## src/hw/rtl/sbm_pkg.sv

```systemverilog
// Shared types and constants for the stack bytecode machine.
`timescale 1ns / 1ps
package sbm_pkg;

   localparam int PTR_W = 19;

   // Configuration register index on the csr port.
   localparam logic [1:0] REG_ENTRY_PC = 2'd0;

   typedef struct packed {
      logic [1:0]         command;
      logic [17:0]        address;
      logic signed [31:0] value;
   } req_type;

   typedef struct packed {
      logic [2:0]         status;
      logic signed [31:0] data_out;
      logic signed [31:0] acc_out;
      logic [18:0]        pc_out;
      logic [7:0]         opcode_seen;
   } rsp_type;

   localparam logic [1:0] CMD_WRITE   = 2'd0;
   localparam logic [1:0] CMD_READ    = 2'd1;
   localparam logic [1:0] CMD_STEP    = 2'd2;
   localparam logic [1:0] CMD_RESTART = 2'd3;

   localparam logic [2:0] ST_DONE    = 3'd0;
   localparam logic [2:0] ST_STEPPED = 3'd1;
   localparam logic [2:0] ST_EXITED  = 3'd2;
   localparam logic [2:0] ST_UNKNOWN = 3'd3;
   localparam logic [2:0] ST_HOST    = 3'd4;
   localparam logic [2:0] ST_HALTED  = 3'd5;

   localparam logic [31:0] OP_LEA = 32'd0;
   localparam logic [31:0] OP_IMM = 32'd1;
   localparam logic [31:0] OP_JMP = 32'd2;
   localparam logic [31:0] OP_JSR = 32'd3;
   localparam logic [31:0] OP_BZ  = 32'd4;
   localparam logic [31:0] OP_BNZ = 32'd5;
   localparam logic [31:0] OP_ENT = 32'd6;
   localparam logic [31:0] OP_ADJ = 32'd7;
   localparam logic [31:0] OP_LEV = 32'd8;
   localparam logic [31:0] OP_LI  = 32'd9;
   localparam logic [31:0] OP_LC  = 32'd10;
   localparam logic [31:0] OP_SI  = 32'd11;
   localparam logic [31:0] OP_SC  = 32'd12;
   localparam logic [31:0] OP_PSH = 32'd13;
   localparam logic [31:0] OP_OR  = 32'd14;
   localparam logic [31:0] OP_XOR = 32'd15;
   localparam logic [31:0] OP_AND = 32'd16;
   localparam logic [31:0] OP_EQ  = 32'd17;
   localparam logic [31:0] OP_NE  = 32'd18;
   localparam logic [31:0] OP_LT  = 32'd19;
   localparam logic [31:0] OP_GT  = 32'd20;
   localparam logic [31:0] OP_LE  = 32'd21;
   localparam logic [31:0] OP_GE  = 32'd22;
   localparam logic [31:0] OP_SHL = 32'd23;
   localparam logic [31:0] OP_SHR = 32'd24;
   localparam logic [31:0] OP_ADD = 32'd25;
   localparam logic [31:0] OP_SUB = 32'd26;
   localparam logic [31:0] OP_MUL = 32'd27;
   localparam logic [31:0] OP_DIV = 32'd28;
   localparam logic [31:0] OP_MOD = 32'd29;
   localparam logic [31:0] OP_OPEN = 32'd30;
   localparam logic [31:0] OP_MCMP = 32'd36;
   localparam logic [31:0] OP_EXIT = 32'd37;

   // Datapath register selection for the memory address.
   typedef enum logic [2:0] {
      ADR_REQ = 3'd0, ADR_PC = 3'd1, ADR_SP = 3'd2, ADR_ACC = 3'd3, ADR_POP = 3'd4
   } adr_sel_type;

   // Commands from controller to datapath.
   typedef struct packed {
      logic        capture_req;
      logic        mem_rd;
      adr_sel_type adr_sel;
      logic        op_latch;    // store read word as opcode
      logic        opnd_latch;  // store read word as operand
      logic        pop_latch;   // store read word as popped value
      logic        pc_inc;
      logic        sp_inc;
      logic        sp_dec;
      logic        sp_load_bp;  // copy the frame pointer into the stack pointer
      logic        exec;        // execute the pending opcode's final effect
      logic        div_start;
      logic        restart;
      logic        mem_wr_req;
      logic        finish;      // present the result
      logic [2:0]  status;
   } cmd_type;

   // Status from datapath to controller.
   typedef struct packed {
      logic [31:0] opcode;
      logic        div_busy;
   } stat_type;

endpackage

```

## src/hw/rtl/sbm_control.sv

```systemverilog
// Controller: sequences memory accesses for each command and instruction.
`timescale 1ns / 1ps
module sbm_control (
   input  logic              clock,
   input  logic              reset,
   input  logic              start,
   input  logic [1:0]        command,
   output logic              busy,
   input  sbm_pkg::stat_type stat,
   output sbm_pkg::cmd_type  cmd,
   output logic              done
);
   typedef enum logic [10:0] {
      S_IDLE  = 11'b00000000001,
      S_ACC   = 11'b00000000010,
      S_FETCH = 11'b00000000100,
      S_DEC   = 11'b00000001000,
      S_OPND  = 11'b00000010000,
      S_MEM   = 11'b00000100000,
      S_POP   = 11'b00001000000,
      S_POP2  = 11'b00010000000,
      S_DIV   = 11'b00100000000,
      S_EXEC  = 11'b01000000000,
      S_OUT   = 11'b10000000000
   } state_type;

   state_type state_ff, state_in;
   logic halted_ff, halted_in;
   logic [1:0] cmd_ff, cmd_in;
   logic [2:0] status_ff, status_in;
   logic [1:0] phase_ff, phase_in;
   logic [31:0] op;

   assign op = stat.opcode;
   assign busy = (state_ff != S_IDLE);

   function automatic logic has_opnd(input logic [31:0] o);
      return o == sbm_pkg::OP_LEA || o == sbm_pkg::OP_IMM || o == sbm_pkg::OP_JMP ||
             o == sbm_pkg::OP_JSR || o == sbm_pkg::OP_BZ || o == sbm_pkg::OP_BNZ ||
             o == sbm_pkg::OP_ENT || o == sbm_pkg::OP_ADJ;
   endfunction

   function automatic logic is_binop(input logic [31:0] o);
      return o >= sbm_pkg::OP_OR && o <= sbm_pkg::OP_MOD;
   endfunction

   always_comb begin
      state_in = state_ff; halted_in = halted_ff; cmd_in = cmd_ff;
      status_in = status_ff; phase_in = phase_ff;
      cmd = '0;
      cmd.adr_sel = sbm_pkg::ADR_PC;
      cmd.status = status_ff;
      done = 1'b0;
      case (state_ff)
         S_IDLE: if (start) begin
            cmd.capture_req = 1'b1;
            cmd_in = command;
            status_in = sbm_pkg::ST_DONE;
            phase_in = 2'd0;
            if (command == sbm_pkg::CMD_STEP) begin
               if (halted_ff) begin
                  status_in = sbm_pkg::ST_HALTED;
                  state_in = S_OUT;
               end else state_in = S_FETCH;
            end else if (command == sbm_pkg::CMD_RESTART) begin
               state_in = S_OUT;
            end else state_in = S_ACC;
         end
         S_ACC: begin
            cmd.adr_sel = sbm_pkg::ADR_REQ;
            if (cmd_ff == sbm_pkg::CMD_WRITE) cmd.mem_wr_req = 1'b1;
            else cmd.mem_rd = 1'b1;
            state_in = S_OUT;
         end
         S_FETCH: begin
            cmd.mem_rd = 1'b1; cmd.pc_inc = 1'b1;
            state_in = S_DEC;
         end
         S_DEC: begin
            cmd.op_latch = 1'b1;
            state_in = S_OPND;
         end
         S_OPND: begin
            // Opcode is now registered: choose the access that follows.
            status_in = sbm_pkg::ST_STEPPED;
            if (has_opnd(op)) begin
               cmd.mem_rd = 1'b1;
               if (op != sbm_pkg::OP_JMP && op != sbm_pkg::OP_JSR &&
                   op != sbm_pkg::OP_BZ && op != sbm_pkg::OP_BNZ) cmd.pc_inc = 1'b1;
               state_in = S_MEM;
            end else if (op == sbm_pkg::OP_LI || op == sbm_pkg::OP_LC) begin
               cmd.mem_rd = 1'b1; cmd.adr_sel = sbm_pkg::ADR_ACC;
               state_in = S_EXEC;
            end else if (op == sbm_pkg::OP_SI || op == sbm_pkg::OP_SC ||
                         is_binop(op)) begin
               cmd.mem_rd = 1'b1; cmd.adr_sel = sbm_pkg::ADR_SP; cmd.sp_inc = 1'b1;
               state_in = S_POP;
            end else if (op == sbm_pkg::OP_PSH) begin
               cmd.sp_dec = 1'b1;
               state_in = S_MEM;
            end else if (op == sbm_pkg::OP_LEV) begin
               phase_in = 2'd0;
               state_in = S_POP2;
            end else if (op == sbm_pkg::OP_EXIT) begin
               cmd.mem_rd = 1'b1; cmd.adr_sel = sbm_pkg::ADR_SP;
               status_in = sbm_pkg::ST_EXITED; halted_in = 1'b1;
               state_in = S_EXEC;
            end else begin
               halted_in = 1'b1;
               status_in = (op >= sbm_pkg::OP_OPEN && op <= sbm_pkg::OP_MCMP) ?
                           sbm_pkg::ST_HOST : sbm_pkg::ST_UNKNOWN;
               state_in = S_OUT;
            end
         end
         S_MEM: begin
            if (op == sbm_pkg::OP_PSH) begin
               cmd.adr_sel = sbm_pkg::ADR_SP; cmd.mem_wr_req = 1'b1;
               state_in = S_OUT;
            end else begin
               cmd.opnd_latch = 1'b1;
               if (op == sbm_pkg::OP_JSR || op == sbm_pkg::OP_ENT) begin
                  cmd.sp_dec = 1'b1;
                  state_in = S_DIV;
               end else state_in = S_EXEC;
            end
         end
         S_POP: begin
            cmd.pop_latch = 1'b1;
            if (op == sbm_pkg::OP_DIV || op == sbm_pkg::OP_MOD) state_in = S_DIV;
            else if (op == sbm_pkg::OP_SC) state_in = S_POP2;
            else if (op == sbm_pkg::OP_SI) begin
               state_in = S_DIV;
            end else state_in = S_EXEC;
         end
         S_POP2: begin
            if (op == sbm_pkg::OP_SC) begin
               // Read the target word before merging the byte.
               cmd.mem_rd = 1'b1; cmd.adr_sel = sbm_pkg::ADR_POP;
               state_in = S_DIV;
            end else begin
               // LEV: sp <- bp, then pop saved bp and return pc.
               case (phase_ff)
                  2'd0: begin
                     cmd.sp_load_bp = 1'b1;
                     phase_in = 2'd1;
                  end
                  2'd1: begin
                     cmd.mem_rd = 1'b1; cmd.adr_sel = sbm_pkg::ADR_SP; cmd.sp_inc = 1'b1;
                     phase_in = 2'd2;
                  end
                  2'd2: begin
                     cmd.opnd_latch = 1'b1;
                     cmd.mem_rd = 1'b1; cmd.adr_sel = sbm_pkg::ADR_SP; cmd.sp_inc = 1'b1;
                     phase_in = 2'd3;
                  end
                  default: begin
                     cmd.pop_latch = 1'b1;
                     state_in = S_EXEC;
                  end
               endcase
            end
         end
         S_DIV: begin
            if (op == sbm_pkg::OP_DIV || op == sbm_pkg::OP_MOD) begin
               if (phase_ff == 2'd0) begin
                  cmd.div_start = 1'b1; phase_in = 2'd1;
               end else if (!stat.div_busy) state_in = S_EXEC;
            end else if (op == sbm_pkg::OP_SI) begin
               cmd.adr_sel = sbm_pkg::ADR_POP; cmd.mem_wr_req = 1'b1;
               state_in = S_OUT;
            end else if (op == sbm_pkg::OP_SC) begin
               cmd.adr_sel = sbm_pkg::ADR_POP; cmd.mem_wr_req = 1'b1;
               state_in = S_EXEC;
            end else begin
               // JSR and ENT push their word at the new stack pointer.
               cmd.adr_sel = sbm_pkg::ADR_SP; cmd.mem_wr_req = 1'b1;
               state_in = S_EXEC;
            end
         end
         S_EXEC: begin
            cmd.exec = 1'b1;
            if (op == sbm_pkg::OP_SC) cmd.adr_sel = sbm_pkg::ADR_POP;
            else if (op == sbm_pkg::OP_LC) cmd.adr_sel = sbm_pkg::ADR_ACC;
            state_in = S_OUT;
         end
         S_OUT: begin
            if (cmd_ff == sbm_pkg::CMD_RESTART) begin
               cmd.restart = 1'b1; halted_in = 1'b0;
               state_in = S_ACC;
               cmd_in = sbm_pkg::CMD_STEP;
               status_in = sbm_pkg::ST_DONE;
            end else begin
               cmd.finish = 1'b1; done = 1'b1;
               state_in = S_IDLE;
            end
         end
         default: state_in = S_IDLE;
      endcase
   end

   always_ff @(posedge clock) begin
      if (reset) begin
         state_ff <= S_IDLE; halted_ff <= 1'b1;
         cmd_ff <= sbm_pkg::CMD_WRITE; status_ff <= sbm_pkg::ST_DONE; phase_ff <= 2'd0;
      end else begin
         state_ff <= state_in; halted_ff <= halted_in; cmd_ff <= cmd_in;
         status_ff <= status_in; phase_ff <= phase_in;
      end
   end
endmodule

```

## config.mk

```make
export PLATFORM = sky130hd
export DESIGN_NAME = sbm_control
export DESIGN_NICKNAME = d
export VERILOG_FILES = /design/src/hw/rtl/sbm_pkg.sv /design/src/hw/rtl/sbm_control.sv
export SDC_FILE = /design/constraint.sdc
export NUM_CORES = 1
export LEC_CHECK = 0
export BUFFER_PORTS_ARGS = -buffer_cell sky130_fd_sc_hd__clkbuf_2
export CORE_AREA = 2 2 54 81
export CTS_BUF_LIST = sky130_fd_sc_hd__clkbuf_8
export CTS_CLUSTER_DIAMETER = 30
export DETAILED_ROUTE_END_ITERATION = 7
export DIE_AREA = 0 0 56 83
export GPL_TIMING_DRIVEN = 1
export PLACE_DENSITY = 0.77
export SLEW_MARGIN = 20
export SYNTH_ARGS = -nofsm -noshare
export SYNTH_HDL_FRONTEND = slang
export SYNTH_SLANG_ARGS = --single-unit
```

## constraint.sdc

```tcl
create_clock -name clock -period 2.2 [get_ports clock]
set_input_delay 0.22 -clock clock [delete_from_list [all_inputs] [get_ports clock]]
set_output_delay 0.22 -clock clock [all_outputs]
set_load 0.005 [all_outputs]
```

==> results.md <==
- Final Hold Vio Count: 0
- Layout cells sized above 1: 38.1%
- DRC Markers: 0
- # IOs: 60
- Initial DRC count: 92
- Predominant post-synthesis flop cell: dfxtp_1
- Cell variety after synth: 55
- Peak supply drop: 0.000339 V
- DR vias: 2440
- Initial antenna violation count: 0
- Critical Path RT: 1.98 ns
- Pwr dens: 466 nW/um^2
- Number of max-cap violations: 0
- Number of H-tree levels: 1
- Clock root cell: clkbuf_8
- RSZ-0062 raised after global routing: yes
- Synthesized flop and latch total: 19
- CTS Hold Buffers Added: 0
- Clk sinks: 19
- Post-layout nets: 387
- N_diodes: 0
- Wirelength, routed: 6.72 mm
- Tightest Pin Transition: 0.407 ns
- Die Span Y: 83 um
- Largest area contributor in the netlist: dfxtp_1
- CTS tree: done
- Largest net degree at the start of global routing: 14
- Total power: 1.21 mW
- First-pass GRT wire length: 10.6 mm
- Port Buffers: 59
- Finish-stage setup viols: 5
- Synthesized cell area: 1820 um^2
- Vias per cell: 6.27
- Worst Setup End Kind: output port
- Period minus WS final: 2.26 ns
- Worst-Skew Late Latency: 0.26 ns
- Die Area: 4650 um^2
- Failing checks: setup timing
- CTS Buf Count: 3
- Vias in the first global route: 2345
- ANT nets after route: 0
- Clock skew: 0.00327 ns
- Yosys top cell area share: 20.9%
- Worst setup margin: -0.0590 ns
- Crit path DAT: 2.04 ns
- Syn avg cell area: 7.07 um^2
- Slew headroom: 72.6%
- Synth Net Count: 300
- Routability Congestion: 0.927
- Yosys warns: 0
- Status: complete, but fails checks
- Reg clk slew, reported paths: 0.08 ns
- Average wire per standard cell: 17.3 um
- Share of synthesized registers carrying an async set or reset: 0%
- Worst hold start: command[1]
- Leakage: 1.17 nW
- Max Slew Vio Count: 0
- Startpoint Class: flip-flop
- Register area share after synthesis: 20.9%
- Layout Area Growth over Synthesis: 41.8%
- Synth Instances: 258
- Critical path startpoint: state_ff[9]
- Dpl ws: -0.00415 ns
- Critical path class: reg -> out
- Core Util, Final: 65.9%
- Total GRT Usage: 28.1%
- Drt first pass iters: 5
- EDFF count, synth: 0
- Most frequent cells in the layout: clkbuf_2, buf_4, nand2_1, nor2_1, o21ai_0
- Top post-synthesis cells by area: dfxtp_1, nand2_1, o21ai_0
- FF-to-FF Start: state_ff[10]
- CP Max Fanout: 4
- Rows: 28
- Final HPWL DP: 5.30 mm
- Grt ovf: 0
- Final Cycle Share: 103%
- Initial Util: 46.5%
- Min-delay worst type: in -> reg
- Most common cell after layout, fill and taps aside: clkbuf_2
- Clock buffer depth: 2
- Fmax: 443 MHz
- Core Area: 3920 um^2
- Die W: 56 um
-- cells by family (layout without fill, tap and decap cells) --
kind of cell	after synthesis	in the layout	synth area share, %
simple gates	143	143	44.9
buf+inv	21	107	5.01
compound gates	68	68	25.1
fa+ha+maj	4	4	2.75
flops	19	19	20.9
xor+xnor	3	3	1.44
-- final cells by class --
cell class                      instances  area [um^2]
Sequential cell                        19          394
Tap cell                               45         56.3
Clock buffer                            3         41.3
Multi-Input combinational cell        218         1490
Fill cell                             350         1340
Timing Repair Buffer                   94          568
Inverter                                9         33.8
Clock inverter                          1         5.00
-- registers in the layout (all words and copies together) (netlist names) --
signal	count
cmd_ff	2
halted_ff	1
phase_ff	2
state_ff	11
status_ff	3
-- stage by stage --
stage	instances	cell area [um^2]	setup TNS, ns	hold slack (ns)
3_3_place_gp	378	2330	0	0.456
2_1_floorplan	258	1820	0	0.292
5_1_grt	389	2580	-0.568	0.236
4_1_cts	384	2450	-0.105	0.222
3_5_place_dp	378	2330	-0.00556	0.463
6_report	389	2580	-0.115	0.221
-- timing repair --
item / 4_1_cts / 5_1_grt
gates resized for setup: 13 / 30
pin swaps: 3 / 12
endpoints found under the hold margin: 0 / 0
setup endpoints to repair: 11 / 24
buffers inserted: 3 / 5
-- synthesized netlist by cell type (2+ instances only) --
library cell,instances
nand2_1,26
nor2_1,25
dfxtp_1,19
o21ai_0,19
a21oi_1,16
nand4_1,15
nor4_1,11
inv_1,9
nand3_1,9
nor2b_1,9
nor3_1,9
nor3b_1,9
clkbuf_1,8
and4_1,7
and3_1,5
nand2b_1,5
ha_1,4
a211oi_1,3
a221oi_1,2
and2_1,2
and2b_1,2
nand4bb_1,2
o211ai_1,2
o21a_1,2
o21bai_1,2
o221ai_1,2
o2bb2ai_1,2
o31a_1,2
o31ai_1,2
or4_4,2
xnor2_1,2
-- worst paths after layout --
| path | depth (start not counted) | to | slack (ns) |
|---|---|---|---|
| max | 7 | cmd[15] | -0.06 |
| min reg2reg | 2 | status_ff[1] | 0.48 |
| min | 3 | cmd_ff[1] | 0.22 |
| max reg2reg | 6 | phase_ff[0] | -0.04 |
-- power breakdown --
group | total, mW | switching (mW) | internal [mW]
registers | 0.419 | 0.0394 | 0.379
logic | 0.530 | 0.282 | 0.247
clock network | 0.257 | 0.131 | 0.126
total | 1.21 | 0.453 | 0.753
-- per-layer routing --
layer	share of wire, %	GRT usage, %	vias to the layer above
met3	5.1	1.09	36
li1	-	-	1159
met2	52	51.0	125
met5	0	0	-
met1	36	30.4	1120
met4	6.6	19.3	0
-- critical path: stages, from the launching register on --
cell and delay [ns]:
dfxtp_4 0.37, or4_4 0.55, nor3b_2 0.21, buf_4 0.18, a221o_1 0.17, nor3_2 0.05, o211ai_1 0.10, clkbuf_2 0.14
Power figures use the tool's default switching activity.
